### src/ddvs_pkg.sv
// ----------------------------------------------------------------------------
// ddvs_pkg: shared definitions for deadlock detection with victim selection
// Field widths, parameter defaults, input modes, victim policies and
// configuration register indexes.
// ----------------------------------------------------------------------------
package ddvs_pkg;

  // Parameter defaults
  localparam int MAX_THREADS_DEF   = 16;
  localparam int MAX_RESOURCES_DEF = 8;
  localparam int COUNT_WIDTH_DEF   = 16;

  // Payload field widths
  localparam int MODE_W   = 2;
  localparam int THREAD_W = 4;
  localparam int RES_W    = 3;
  localparam int VALUE_W  = 16;
  localparam int VICTIM_W = 4;
  localparam int MASK_W   = 16;

  // Configuration port
  localparam int CFG_IDX_W  = 2;
  localparam int CFG_DATA_W = 5;
  localparam int THREADS_CFG_W   = 5;
  localparam int RESOURCES_CFG_W = 4;
  localparam int POLICY_W        = 2;

  localparam logic [THREADS_CFG_W-1:0]   THREADS_RST   = 5'd16;
  localparam logic [RESOURCES_CFG_W-1:0] RESOURCES_RST = 4'd8;

  typedef enum logic [CFG_IDX_W-1:0] {
    CFG_THREADS   = 2'd0,
    CFG_RESOURCES = 2'd1,
    CFG_POLICY    = 2'd2
  } cfg_index_t;

  typedef enum logic [MODE_W-1:0] {
    MODE_AVAIL = 2'd0,
    MODE_REQ   = 2'd1,
    MODE_AGE   = 2'd2,
    MODE_CHECK = 2'd3
  } mode_t;

  typedef enum logic [POLICY_W-1:0] {
    POL_OUT_SUM = 2'd0,
    POL_MAX_SUM = 2'd1,
    POL_YOUNG   = 2'd2,
    POL_LARGEST = 2'd3
  } policy_t;

endpackage

### src/ddvs_if.sv
// ----------------------------------------------------------------------------
// ddvs_if: valid/ready channels for load/check items and results
// One interface per direction; the source drives valid and payload, the
// sink drives ready.
// ----------------------------------------------------------------------------
interface ddvs_item_if;
  logic                            valid;
  logic                            ready;
  logic [ddvs_pkg::MODE_W-1:0]     mode;
  logic [ddvs_pkg::THREAD_W-1:0]   thread_index;
  logic [ddvs_pkg::RES_W-1:0]      resource_index;
  logic [ddvs_pkg::VALUE_W-1:0]    value;
  logic [ddvs_pkg::VALUE_W-1:0]    max_value;

  modport source (output valid, mode, thread_index, resource_index, value, max_value,
                  input ready);
  modport sink   (input valid, mode, thread_index, resource_index, value, max_value,
                  output ready);
endinterface

interface ddvs_result_if;
  logic                            valid;
  logic                            ready;
  logic                            check_done;
  logic                            deadlock;
  logic [ddvs_pkg::VICTIM_W-1:0]   victim;
  logic [ddvs_pkg::MASK_W-1:0]     blocked_mask;

  modport source (output valid, check_done, deadlock, victim, blocked_mask, input ready);
  modport sink   (input valid, check_done, deadlock, victim, blocked_mask, output ready);
endinterface

### src/deadlock_detect_victim_select.sv
// ----------------------------------------------------------------------------
// deadlock_detect_victim_select: resource deadlock detection, victim choice
// Holds available counts, per-thread outstanding/maximum requests and thread
// timestamps. Load items write the stores; a check item walks every thread
// and resource entry in use through one compare/accumulate unit.
// ----------------------------------------------------------------------------
//
//  channel   dir  handshake        payload
//  item      in   valid / ready    mode, thread_index, resource_index, value, max_value
//  result    out  valid / ready    check_done, deadlock, victim, blocked_mask
//  cfg       in   cfg_we           cfg_index, cfg_data
//
//  A load item is handled in idle without leaving it and gives one all-zero result transaction.
//  A check passes each request entry in use through a memory read state
//  (S_FETCH) and a compare/accumulate state (S_ACC), and each thread in use
//  through a victim compare state (S_ROW), then ends in S_OUT.
//  After reset a clearing pass over all MAX_THREADS*MAX_RESOURCES entries zeroes the
//  request and timestamp memories; items are not taken during it.
//  One result register sits on the output: a new item is taken while it is
//  empty or being drained; a stalled result holds the block in idle, or at
//  the end of a check until the register frees up.
// ----------------------------------------------------------------------------
module deadlock_detect_victim_select #(
  parameter int MAX_THREADS   = ddvs_pkg::MAX_THREADS_DEF,
  parameter int MAX_RESOURCES = ddvs_pkg::MAX_RESOURCES_DEF,
  parameter int COUNT_WIDTH   = ddvs_pkg::COUNT_WIDTH_DEF
) (
  input  logic                              clk,
  input  logic                              rst,
  ddvs_item_if.sink                         item,
  ddvs_result_if.source                     result,
  input  logic                              cfg_we,
  input  logic [ddvs_pkg::CFG_IDX_W-1:0]    cfg_index,
  input  logic [ddvs_pkg::CFG_DATA_W-1:0]   cfg_data
);

  localparam int DEPTH = MAX_THREADS * MAX_RESOURCES;
  localparam int AW    = (DEPTH > 1) ? $clog2(DEPTH) : 1;
  localparam int TW    = (MAX_THREADS > 1) ? $clog2(MAX_THREADS) : 1;
  localparam int RW    = (MAX_RESOURCES > 1) ? $clog2(MAX_RESOURCES) : 1;
  localparam int SW    = COUNT_WIDTH + RW;

  typedef enum logic [5:0] {
    S_CLEAR = 6'b000001,
    S_IDLE  = 6'b000010,
    S_FETCH = 6'b000100,
    S_ACC   = 6'b001000,
    S_ROW   = 6'b010000,
    S_OUT   = 6'b100000
  } state_t;

  state_t state;

  // Configuration registers
  logic [ddvs_pkg::THREADS_CFG_W-1:0]   threads_in_use;
  logic [ddvs_pkg::RESOURCES_CFG_W-1:0] resources_in_use;
  logic [ddvs_pkg::POLICY_W-1:0]        victim_policy;

  // Stores
  logic [COUNT_WIDTH-1:0] avail [MAX_RESOURCES];
  logic [COUNT_WIDTH-1:0] out_mem [DEPTH];
  logic [COUNT_WIDTH-1:0] max_mem [DEPTH];
  logic [COUNT_WIDTH-1:0] age_mem [MAX_THREADS];
  logic [COUNT_WIDTH-1:0] req_q;
  logic [COUNT_WIDTH-1:0] max_q;
  logic [COUNT_WIDTH-1:0] age_q;

  // Sequencer state
  logic [AW-1:0]          clr_addr;
  logic [TW-1:0]          ti;
  logic [TW-1:0]          ti_last;
  logic [RW-1:0]          rj;
  logic [RW-1:0]          rj_last;
  logic [AW-1:0]          row_base;
  logic                   blocked_row;
  logic [SW-1:0]          score;
  logic [SW-1:0]          best;
  logic                   have;
  logic [TW-1:0]          vic;
  logic                   all_blocked;
  logic [MAX_THREADS-1:0] mask;

  // Result register
  logic                            res_valid;
  logic                            res_check;
  logic                            res_dead;
  logic [ddvs_pkg::VICTIM_W-1:0]   res_victim;
  logic [ddvs_pkg::MASK_W-1:0]     res_mask;

  // Combinational helpers
  logic                   accept;
  logic [COUNT_WIDTH-1:0] val;
  logic [COUNT_WIDTH-1:0] mval;
  logic                   t_ok;
  logic                   r_ok;
  logic [AW-1:0]          wr_addr;
  logic [AW-1:0]          rd_addr;
  logic                   out_we;
  logic [AW-1:0]          out_waddr;
  logic [COUNT_WIDTH-1:0] out_wdata;
  logic [COUNT_WIDTH-1:0] max_wdata;
  logic                   age_we;
  logic [TW-1:0]          age_waddr;
  logic [COUNT_WIDTH-1:0] age_wdata;
  logic [TW-1:0]          ti_last_next;
  logic [RW-1:0]          rj_last_next;
  logic                   blocked_next;
  logic [SW-1:0]          score_next;
  logic [SW-1:0]          final_score;
  logic                   res_free;
  logic                   res_set;
  logic [63:0]            mask_ext;
  logic [31:0]            vic_ext;

  assign res_free     = !res_valid || result.ready;
  assign item.ready   = (state == S_IDLE) && res_free;
  assign accept       = item.valid && item.ready;

  // Load a result for a load item at acceptance, or for a check at its end
  assign res_set = (accept && (ddvs_pkg::mode_t'(item.mode) != ddvs_pkg::MODE_CHECK)) ||
                   ((state == S_OUT) && res_free);

  assign val  = COUNT_WIDTH'(item.value);
  assign mval = COUNT_WIDTH'(item.max_value);
  assign t_ok = int'(item.thread_index) < MAX_THREADS;
  assign r_ok = int'(item.resource_index) < MAX_RESOURCES;
  assign wr_addr = AW'(int'(item.thread_index) * MAX_RESOURCES + int'(item.resource_index));
  assign rd_addr = row_base + AW'(rj);

  // Memory write port selection: clearing pass or load item
  always_comb begin
    out_we    = 1'b0;
    out_waddr = wr_addr;
    out_wdata = val;
    max_wdata = mval;
    age_we    = 1'b0;
    age_waddr = TW'(item.thread_index);
    age_wdata = val;
    if (state == S_CLEAR) begin
      out_we    = 1'b1;
      out_waddr = clr_addr;
      out_wdata = '0;
      max_wdata = '0;
      age_we    = int'(clr_addr) < MAX_THREADS;
      age_waddr = TW'(clr_addr);
      age_wdata = '0;
    end else if (accept) begin
      out_we = (ddvs_pkg::mode_t'(item.mode) == ddvs_pkg::MODE_REQ) && t_ok && r_ok;
      age_we = (ddvs_pkg::mode_t'(item.mode) == ddvs_pkg::MODE_AGE) && t_ok;
    end
  end

  // Request memories
  always_ff @(posedge clk) begin
    if (out_we) begin
      out_mem[out_waddr] <= out_wdata;
      max_mem[out_waddr] <= max_wdata;
    end
    req_q <= out_mem[rd_addr];
    max_q <= max_mem[rd_addr];
  end

  // Timestamp memory
  always_ff @(posedge clk) begin
    if (age_we) begin
      age_mem[age_waddr] <= age_wdata;
    end
    age_q <= age_mem[ti];
  end

  // Clamp the in-use counts to between one and the configured store size
  always_comb begin
    int nt;
    int nr;
    nt = int'(threads_in_use);
    nr = int'(resources_in_use);
    if (nt < 1) nt = 1;
    if (nt > MAX_THREADS) nt = MAX_THREADS;
    if (nr < 1) nr = 1;
    if (nr > MAX_RESOURCES) nr = MAX_RESOURCES;
    ti_last_next = TW'(nt - 1);
    rj_last_next = RW'(nr - 1);
  end

  // Shared compare/accumulate unit
  always_comb begin
    blocked_next = blocked_row || (avail[rj] < req_q);
    case (ddvs_pkg::policy_t'(victim_policy))
      ddvs_pkg::POL_OUT_SUM: score_next = score + SW'(req_q);
      ddvs_pkg::POL_MAX_SUM: score_next = score + SW'(max_q);
      ddvs_pkg::POL_LARGEST: score_next = (SW'(req_q) > score) ? SW'(req_q) : score;
      default:               score_next = score;
    endcase
    final_score = (ddvs_pkg::policy_t'(victim_policy) == ddvs_pkg::POL_YOUNG) ?
                  SW'(age_q) : score;
  end

  assign mask_ext = 64'(mask);
  assign vic_ext  = 32'(vic);

  // Configuration writes
  always_ff @(posedge clk) begin
    if (rst) begin
      threads_in_use   <= ddvs_pkg::THREADS_RST;
      resources_in_use <= ddvs_pkg::RESOURCES_RST;
      victim_policy    <= ddvs_pkg::POL_OUT_SUM;
    end else if (cfg_we) begin
      case (ddvs_pkg::cfg_index_t'(cfg_index))
        ddvs_pkg::CFG_THREADS:   threads_in_use   <= cfg_data[ddvs_pkg::THREADS_CFG_W-1:0];
        ddvs_pkg::CFG_RESOURCES: resources_in_use <= cfg_data[ddvs_pkg::RESOURCES_CFG_W-1:0];
        ddvs_pkg::CFG_POLICY:    victim_policy    <= cfg_data[ddvs_pkg::POLICY_W-1:0];
        default: ;
      endcase
    end
  end

  // Available counts
  always_ff @(posedge clk) begin
    if (rst) begin
      for (int k = 0; k < MAX_RESOURCES; k++) begin
        avail[k] <= '0;
      end
    end else if (accept && (ddvs_pkg::mode_t'(item.mode) == ddvs_pkg::MODE_AVAIL) && r_ok) begin
      avail[RW'(item.resource_index)] <= val;
    end
  end

  // Sequencer and result register
  always_ff @(posedge clk) begin
    if (rst) begin
      state     <= S_CLEAR;
      clr_addr  <= '0;
      res_valid <= 1'b0;
    end else begin
      // Load a new result, or drop the one whose transaction completes
      if (res_set) begin
        res_valid <= 1'b1;
      end else if (res_valid && result.ready) begin
        res_valid <= 1'b0;
      end
      case (state)
        S_CLEAR: begin
          clr_addr <= clr_addr + 1'b1;
          if (clr_addr == AW'(DEPTH - 1)) begin
            state <= S_IDLE;
          end
        end
        S_IDLE: begin
          if (accept) begin
            if (ddvs_pkg::mode_t'(item.mode) == ddvs_pkg::MODE_CHECK) begin
              ti          <= '0;
              rj          <= '0;
              row_base    <= '0;
              ti_last     <= ti_last_next;
              rj_last     <= rj_last_next;
              blocked_row <= 1'b0;
              score       <= '0;
              best        <= '0;
              have        <= 1'b0;
              vic         <= '0;
              all_blocked <= 1'b1;
              mask        <= '0;
              state       <= S_FETCH;
            end else begin
              res_check  <= 1'b0;
              res_dead   <= 1'b0;
              res_victim <= '0;
              res_mask   <= '0;
            end
          end
        end
        S_FETCH: begin
          state <= S_ACC;
        end
        S_ACC: begin
          blocked_row <= blocked_next;
          score       <= score_next;
          if (rj == rj_last) begin
            state <= S_ROW;
          end else begin
            rj    <= rj + 1'b1;
            state <= S_FETCH;
          end
        end
        S_ROW: begin
          // Mark the thread and keep the best blocked candidate
          if (!blocked_row) begin
            all_blocked <= 1'b0;
          end else begin
            mask[ti] <= 1'b1;
            if (!have || (final_score > best)) begin
              have <= 1'b1;
              best <= final_score;
              vic  <= ti;
            end
          end
          if (ti == ti_last) begin
            state <= S_OUT;
          end else begin
            ti          <= ti + 1'b1;
            rj          <= '0;
            row_base    <= row_base + AW'(MAX_RESOURCES);
            blocked_row <= 1'b0;
            score       <= '0;
            state       <= S_FETCH;
          end
        end
        S_OUT: begin
          if (res_free) begin
            res_check  <= 1'b1;
            res_dead   <= all_blocked;
            res_victim <= all_blocked ? vic_ext[ddvs_pkg::VICTIM_W-1:0] : '0;
            res_mask   <= mask_ext[ddvs_pkg::MASK_W-1:0];
            state      <= S_IDLE;
          end
        end
        default: begin
          state <= S_IDLE;
        end
      endcase
    end
  end

  assign result.valid        = res_valid;
  assign result.check_done   = res_check;
  assign result.deadlock     = res_dead;
  assign result.victim       = res_victim;
  assign result.blocked_mask = res_mask;

  // A load result carries no check outcome
  a_load_result_zero: assert property (@(posedge clk) disable iff (rst)
    (res_valid && !res_check) |-> (!res_dead && res_victim == '0 && res_mask == '0))
    else $error("load result carries check fields");

  // A deadlock implies at least one blocked thread
  a_deadlock_has_blocked: assert property (@(posedge clk) disable iff (rst)
    (res_valid && res_dead) |-> (res_mask != '0))
    else $error("deadlock reported with empty blocked mask");

  // The resource walk stays within the columns in use
  a_column_in_range: assert property (@(posedge clk) disable iff (rst)
    (state == S_ACC) |-> (rj <= rj_last))
    else $error("resource column beyond last in use");

endmodule
### src/flat_wrapper.sv
// flat-port wrapper written by rule: the top's interface ports become plain ports
module deadlock_detect_victim_select_flat 
#(
  parameter int MAX_THREADS   = ddvs_pkg::MAX_THREADS_DEF,
  parameter int MAX_RESOURCES = ddvs_pkg::MAX_RESOURCES_DEF,
  parameter int COUNT_WIDTH   = ddvs_pkg::COUNT_WIDTH_DEF
)
  (clk, rst, cfg_we, cfg_index, cfg_data, item_valid, item_mode, item_thread_index, item_resource_index, item_value, item_max_value, item_ready, result_valid, result_check_done, result_deadlock, result_victim, result_blocked_mask, result_ready);
  ddvs_item_if item_i ();
  ddvs_result_if result_i ();
  input  logic clk;
  input  logic rst;
  input  logic cfg_we;
  input  logic [ddvs_pkg::CFG_IDX_W-1:0] cfg_index;
  input  logic [ddvs_pkg::CFG_DATA_W-1:0] cfg_data;
  input wire logic [$bits(item_i.valid)-1:0] item_valid;
  input wire logic [$bits(item_i.mode)-1:0] item_mode;
  input wire logic [$bits(item_i.thread_index)-1:0] item_thread_index;
  input wire logic [$bits(item_i.resource_index)-1:0] item_resource_index;
  input wire logic [$bits(item_i.value)-1:0] item_value;
  input wire logic [$bits(item_i.max_value)-1:0] item_max_value;
  output wire logic [$bits(item_i.ready)-1:0] item_ready;
  output wire logic [$bits(result_i.valid)-1:0] result_valid;
  output wire logic [$bits(result_i.check_done)-1:0] result_check_done;
  output wire logic [$bits(result_i.deadlock)-1:0] result_deadlock;
  output wire logic [$bits(result_i.victim)-1:0] result_victim;
  output wire logic [$bits(result_i.blocked_mask)-1:0] result_blocked_mask;
  input wire logic [$bits(result_i.ready)-1:0] result_ready;
  assign item_i.valid = item_valid;
  assign item_i.mode = item_mode;
  assign item_i.thread_index = item_thread_index;
  assign item_i.resource_index = item_resource_index;
  assign item_i.value = item_value;
  assign item_i.max_value = item_max_value;
  assign item_ready = item_i.ready;
  assign result_valid = result_i.valid;
  assign result_check_done = result_i.check_done;
  assign result_deadlock = result_i.deadlock;
  assign result_victim = result_i.victim;
  assign result_blocked_mask = result_i.blocked_mask;
  assign result_i.ready = result_ready;
  deadlock_detect_victim_select #(.MAX_THREADS(MAX_THREADS), .MAX_RESOURCES(MAX_RESOURCES), .COUNT_WIDTH(COUNT_WIDTH)) u_core (.clk(clk), .rst(rst), .item(item_i), .result(result_i), .cfg_we(cfg_we), .cfg_index(cfg_index), .cfg_data(cfg_data));
endmodule
### config.mk
export PLATFORM = sky130hd
export DESIGN_NAME = deadlock_detect_victim_select_flat
export DESIGN_NICKNAME = d
export VERILOG_FILES = /design/src/ddvs_pkg.sv /design/src/ddvs_if.sv /design/src/deadlock_detect_victim_select.sv /design/src/flat_wrapper.sv
export SDC_FILE = /design/constraint.sdc
export NUM_CORES = 2
export LEC_CHECK = 0
export BUFFER_PORTS_ARGS = -buffer_cell sky130_fd_sc_hd__buf_2
export CAP_MARGIN = 0
export CORE_MARGIN = 2
export CORE_UTILIZATION = 50
export CTS_BUF_LIST = sky130_fd_sc_hd__clkbuf_4 sky130_fd_sc_hd__clkbuf_8 sky130_fd_sc_hd__clkbuf_16
export CTS_CLUSTER_SIZE = 25
export DETAILED_ROUTE_END_ITERATION = 8
export PLACE_DENSITY = 0.65
export SLEW_MARGIN = 20
export SYNTH_ARGS = -nofsm -noshare
export SYNTH_HDL_FRONTEND = slang
export SYNTH_MEMORY_MAX_BITS = 65536
export SYNTH_SLANG_ARGS = --single-unit
### constraint.sdc
create_clock -name clk -period 13.2 [get_ports clk]
set_input_delay 1.98 -clock clk [delete_from_list [all_inputs] [get_ports clk]]
set_output_delay 1.98 -clock clk [all_outputs]
set_load 0.02 [all_outputs]
# Word-level counts from Yosys, hierarchy flattened
# Memory sizes are Yosys's and may differ from the RTL's. A register that Yosys moved wholly into a read port is not among the register bits.
# Index checks and enable logic that the tools add are counted.
[word_totals] memories=4 out_inout_bits=24 elab_cells=204 ramBits=4480 regBits=129
[op_classes] n_bitwise=2 n_reduce_logical=34 eq_ne=30 n_mux=92 add_sub_neg=10 magnitude_cmp=10
[memory_table] name="u_core.max_mem" words=128 width=16 read_ports=1 rd_ports_with_merged_regs=1 wr=1 line="deadlock_detect_victim_select.sv:62" rtl="logic [COUNT_WIDTH-1:0] max_mem [DEPTH];"
[memory_table] name="u_core.out_mem" words=128 width=16 read_ports=1 rd_ports_with_merged_regs=1 wr=1 line="deadlock_detect_victim_select.sv:61" rtl="logic [COUNT_WIDTH-1:0] out_mem [DEPTH];"
[memory_table] name="u_core.age_mem" words=16 width=16 read_ports=1 rd_ports_with_merged_regs=1 wr=1 line="deadlock_detect_victim_select.sv:63" rtl="logic [COUNT_WIDTH-1:0] age_mem [MAX_THREADS];"
[memory_table] name="u_core.avail" words=8 width=16 read_ports=1 rd_ports_with_merged_regs=1 wr=8 line="deadlock_detect_victim_select.sv:60" rtl="logic [COUNT_WIDTH-1:0] avail [MAX_RESOURCES];"
[op_table] op="16-bit 2-to-1 mux" count=9
[op_table] op="19-bit 2-to-1 mux" count=7
[op_table] op="19-bit one-hot mux with 3 select lines" count=2
[op_table] op="16-bit one-hot mux with 2 select lines" count=2
[op_table] op="4-bit 2-to-1 mux" count=12
[op_table] op="19-bit by 16-bit adder with 19-bit output" count=2
[op_table] op="19-bit one-hot mux with 2 select lines" count=1
[op_table] op="6-bit one-hot mux with 6 select lines" count=1
[op_table] op="6-bit 2-to-1 mux" count=5
[op_table] op="1-bit 2-to-1 mux" count=29
[op_table] op="7-bit 2-to-1 mux" count=4
[op_table] op="5-bit AND reduction" count=5
[op_table] op="4-bit one-hot mux with 2 select lines" count=3
[op_table] op="3-bit 2-to-1 mux" count=7
[op_table] op="16-bit by 19-bit greater-than comparator with 1-bit output" count=1
[op_table] op="19-bit greater-than comparator" count=1
[op_table] op="16-bit less-than comparator" count=1
[op_table] op="16-bit bitwise OR" count=1
[op_table] op="16-bit OR reduction" count=1
[op_table] op="7-bit by 3-bit adder with 7-bit output" count=2
[op_table] op="2-bit != test (second input constant)" count=7
[op_table] op="7-bit one-hot mux with 2 select lines" count=1
[op_table] op="6-bit AND reduction" count=2
[op_table] op="2-bit equality test (second input constant)" count=5
[op_table] op="other kinds (41)" count=67

# Logic depth before layout (Yosys ltp)
[depth] word_depth=10 depth_mapped=14

# Worst setup path before layout
# Ideal clock, no wire load.
[synth_timing] kind="in2reg" from="input result_ready" to="register u_core.best[0] (enable)" required_time_ps=12758 stages=5 setup_slack_ps=7234 t_arrival_ps=5524 setup_time_ps=442 path_cell_list="nor2b_1 > or3b_4 > or2_4 > a21oi_1 > a21boi_0"
[synth_via] elab_chain_cells=5
[synth_lines] element="start, declared" line="flat_wrapper.sv:28" rtl="input wire logic [$bits(result_i.ready)-1:0] result_ready;"
[synth_lines] element="1-bit logical OR" line="deadlock_detect_victim_select.sv:115" rtl="assign res_free = !res_valid || result.ready;"
[synth_lines] element="1-bit logical AND" line="deadlock_detect_victim_select.sv:116" rtl="assign item.ready = (state == S_IDLE) && res_free;"
[synth_lines] element="1-bit logical AND" line="deadlock_detect_victim_select.sv:117" rtl="assign accept = item.valid && item.ready;"
[synth_lines] element="2-bit by 1-bit != test with 1-bit output (no source line)"
[synth_lines] element="6-bit AND reduction (no source line)"
[synth_lines] element="end signal, assigned" line="deadlock_detect_victim_select.sv:293" rtl="best <= final_score;"
[synth_lines] element="end, declared" line="deadlock_detect_victim_select.sv:77" rtl="logic [SW-1:0] best;"
# Every way passes these cells.
# A chain may end at the register's enable or synchronous reset.

# Final worst setup path
[layout_timing] from="register u_core.rj[2]" to="register u_core.req_q[3], read port of u_core.out_mem"
[layout_via] elab_chain_cells=1
[layout_lines] element="start, declared" line="deadlock_detect_victim_select.sv:72" rtl="logic [RW-1:0] rj;"
[layout_lines] element="start signal, assigned" line="deadlock_detect_victim_select.sv:281" rtl="rj <= rj + 1'b1;"
[layout_lines] element="7-bit by 3-bit adder with 7-bit output" line="deadlock_detect_victim_select.sv:128" rtl="assign rd_addr = row_base + AW'(rj);"
[layout_lines] element="end, declared" line="deadlock_detect_victim_select.sv:64" rtl="logic [COUNT_WIDTH-1:0] req_q;"
# Every way passes these cells.

==> metrics.md <==
| Metric | Value |
|---|---|
| Area grow syn2layout | `12.52%` |
| Ys flop type | `edfxtp_1` |
| Pwr dens | `150.9 mW/mm^2` |
| Setup crit start kind | `register` |
| I/O pin count | `77` |
| Port Buffer Count | `76` |
| Worst skew pair latency | `0.99 ns` |
| Core ar. | `around 0.36 mm^2` |
| Critical path peak fanout | `63` |
| Hpwl dp | `291,900 um` |
| Global-route wire length before repair | `673,600 um` |
| Ys async rst share | `0%` |
| Critical Path AT | `6.47 ns` |
| Slew HR | `about 15%` |
| Full die area | `0.3670 mm^2` |
| Congestion Overflow GR | `0` |
| Nets | `8,574` |
| DRC errors left | `0` |
| Post-synth top area share | `75.97%` |
| Minimum clock period | `5.665 ns` |
| Chip Width | `605.8 um` |
| Routed Antenna Nets | `0` |
| Max-slew violation count | `0` |
| CTS max path bufs | `4` |
| Final setup viols | `0` |
| Fillcell total | `roughly 26,000` |
| DP Cell Count | `approximately 13,000` |
| Tcrit/Tclk final | `42.91%` |
| Net Count, Synth | `8,244` |
| H-tree levels | `5` |
| DRT iter0 DRCs | `14,020` |
| Top sig layer | `met5` |
| WP data required | `14.01 ns` |
| Clock Skew | `0.05319 ns` |
| Setup Buffers After CTS | `0` |
| Vias in the first global route | `between 80,000 and 90,000` |
| DR pass1 iterations | `8` |
| Total GRT Usage | `26.43%` |
| Met3 Wirelength | `51,240 um` |
| Post-synth EDFFs | `approximately 4,600` |
| Fmax achieved | `about 180 MHz` |
| Placed cell area | `between 0.15 and 0.2 mm^2` |
| Cell taking the most area after synthesis | `edfxtp_1` |
| Sink Count | `4,657` |
| Mapped cell area | `0.1811 mm^2` |
| Sequential fraction of the synthesis area | `76.82%` |
| RSZ-0062 raised after global routing | `no` |
| Vias/cell | `6.473` |
| Worst setup margin | `roughly 7.5 ns` |
| Setup_tns | `0 ns` |
| Post-Route Utilization | `a little under three fifths` |
| Met1 Wirelength | `186,600 um` |
| Syn avg cell area | `22.31 um^2` |
| Largest net degree at the start of global routing | `around 130` |
| Distinct cell type count after synthesis | `67` |
| Layout Cells excl Fill | `13,630` |
| Worst setup path class | `register to register` |
| Synthesized flop and latch total | `4,657` |
| VDD IR max | `0.1148 mV` |
| Final Hold Fails | `0` |
| Initial antenna violation count | `47` |
| CTS tree | `built` |
| Critical Path Sink Type | `register` |
| Outcome | `complete, no violations` |
| Hold Buf Count CTS | `0` |
| Leak | `~64 nW` |
| CTS Buf Count | `452` |
| Routed vias | `88,190` |
| WHS | `0.5253 ns` |
| Die Height | `~610 um` |
| Finished layout cell area | `0.2037 mm^2` |
| Rows | `220` |
| Initial core utilization | `between 50% and 60%` |
| Actual slew at the worst max-slew pin | `between 1 and 1.5 ns` |
| Root Buffer | `clkbuf_16` |
| Post_cts resized | `0` |
| Power Total | `30.74 mW` |
| DRT Wirelength | `around 490,000 um` |
| Worst Hold Class | `register to register` |
| Placer Congestion | `0.9138` |
| Synth Instances | `about 8,100` |
| Met2 WL post-DR | `228,400 um` |
| Number of max-cap violations | `0` |
| DP Worst Slack | `7.391 ns` |
| Routed WL per cell | `35.74 um` |
| Clock transition at the registers of the reported paths | `about 0.06 ns` |
| Share of post-route cells with drive strength above 1 | `28.70%` |
| Yosys warns | `0` |
| Synth area leaders | `edfxtp_1, mux4_2, mux2i_1` |
[per-layer routing]
metal,vias up,GRT usage [%]
met5,-,0
met4,10,9.953
met3,805,4.936
met2,5154,40.66
met1,47300,38.06
li1,34920,-
[cell usage in the layout, fill, tap and decap left out, drive strengths merged, types with 20 or more instances in the layout]
cell / count
clkbuf: 590
nor2b: 92
mux2i: 237
a211oi: 37
a22oi: 33
diode: 23
edfxtp: 4581
mux2: 33
dfxtp: 76
nor2: 233
nand2: 126
mux4: 1232
o21ai: 74
buf: 303
and2: 189
inv: 86
a21oi: 157
o211ai: 37
bufinv: 33
a221oi: 64
ha: 75
o22ai: 36
clkinv: 185
o21a: 35
a211o: 34
nand3: 20
a31oi: 38
[power by group]
part / internal [mW] / total, mW / switching, mW
Combinational: 0.196 / 1.21 / 1.01
Sequential: 16.6 / 16.7 / 0.0465
Clock: 7.35 / 12.8 / 5.48
[synthesized netlist by cell type (16+ instances only)]
cell type	number
edfxtp_1	4581
mux4_2	1232
mux2i_1	237
nor2_1	232
and2_1	189
clkbuf_1	189
a21oi_1	157
buf_2	125
nand2_1	122
nor2b_1	92
dfxtp_1	76
ha_1	75
inv_1	70
o21ai_0	69
a221oi_1	64
buf_4	54
a211oi_1	37
a31oi_1	37
o211ai_1	37
o22ai_1	36
o21a_1	35
a211o_1	34
a22oi_1	33
mux2_2	33
buf_6	27
buf_1	23
nand3_1	20
a21o_1	17
xnor2_1	17
nand2b_1	16
[final cells by class]
cell class	instances	area, um^2	area share, %
timing repair buffer	303	2788	1.368
antenna	23	57.56	0.02825
clock inverter	248	2198	1.079
sequential	4657	139100	68.27
inverter	71	269.0	0.1320
tap	4773	5972	2.931
multi-input combinational	2960	40780	20.01
clock buffer	590	12580	6.176
[critical path: stages, from the launching register on]
cell	delay, ns
edfxtp_1	0.41
buf_4	0.48
buf_4	0.65
buf_4	0.85
buf_4	0.74
mux4_2	0.41
nor2b_1	0.19
a211oi_1	0.53
a21oi_1	0.08
a21oi_1	0.71
o21a_1	0.19
a221oi_1	0.05
[worst paths after layout]
| check | from | end | slack (ns) | cells after the start |
|---|---|---|---|---|
| setup / recovery | u_core.rj[2]$_DFFE_PP_ | u_core.req_q[3]$_DFF_P_ | 7.54 | 11 |
| hold reg to reg | u_core.resources_in_use[3]$_SDFFE_PP1P_ | u_core.resources_in_use[3]$_SDFFE_PP1P_ | 0.53 | 1 |
| setup reg to reg | u_core.rj[2]$_DFFE_PP_ | u_core.req_q[3]$_DFF_P_ | 7.54 | 11 |
| hold / removal | u_core.resources_in_use[3]$_SDFFE_PP1P_ | u_core.resources_in_use[3]$_SDFFE_PP1P_ | 0.53 | 1 |
[state kept, by name, summed over array words and instances, names as in the netlist, 4 cells and up, named ones only]
| register | count |
|---|---|
| u_core.max_mem | 2048 |
| u_core.out_mem | 2048 |
| u_core.age_mem | 256 |
| u_core.avail | 128 |
| u_core.best | 19 |
| u_core.score | 19 |
| u_core.age_q | 16 |
| u_core.mask | 16 |
| u_core.max_q | 16 |
| u_core.req_q | 16 |
| u_core.result.blocked_mask | 16 |
| u_core.clr_addr | 7 |
| u_core.state | 6 |
| u_core.threads_in_use | 5 |
| u_core.resources_in_use | 4 |
| u_core.result.victim | 4 |
| u_core.row_base | 4 |
| u_core.ti | 4 |
| u_core.ti_last | 4 |
| u_core.vic | 4 |
[cells by family (layout without fill, tap and decap cells)]
logic type	count (synthesis)	after routing	share of synthesized area, %
flip-flops	4657	4657	76.82
AND/OR/NAND/NOR	761	761	2.153
other	0	23	0
adder cells (fa/ha/maj)	76	76	0.5293
multiplexers	1502	1502	16.84
AO/OA/AOI/OAI	592	592	2.173
XOR/XNOR	29	29	0.1403
buffers and inverters	498	1212	1.350
No activity file was read; power rests on OpenSTA's default activity.
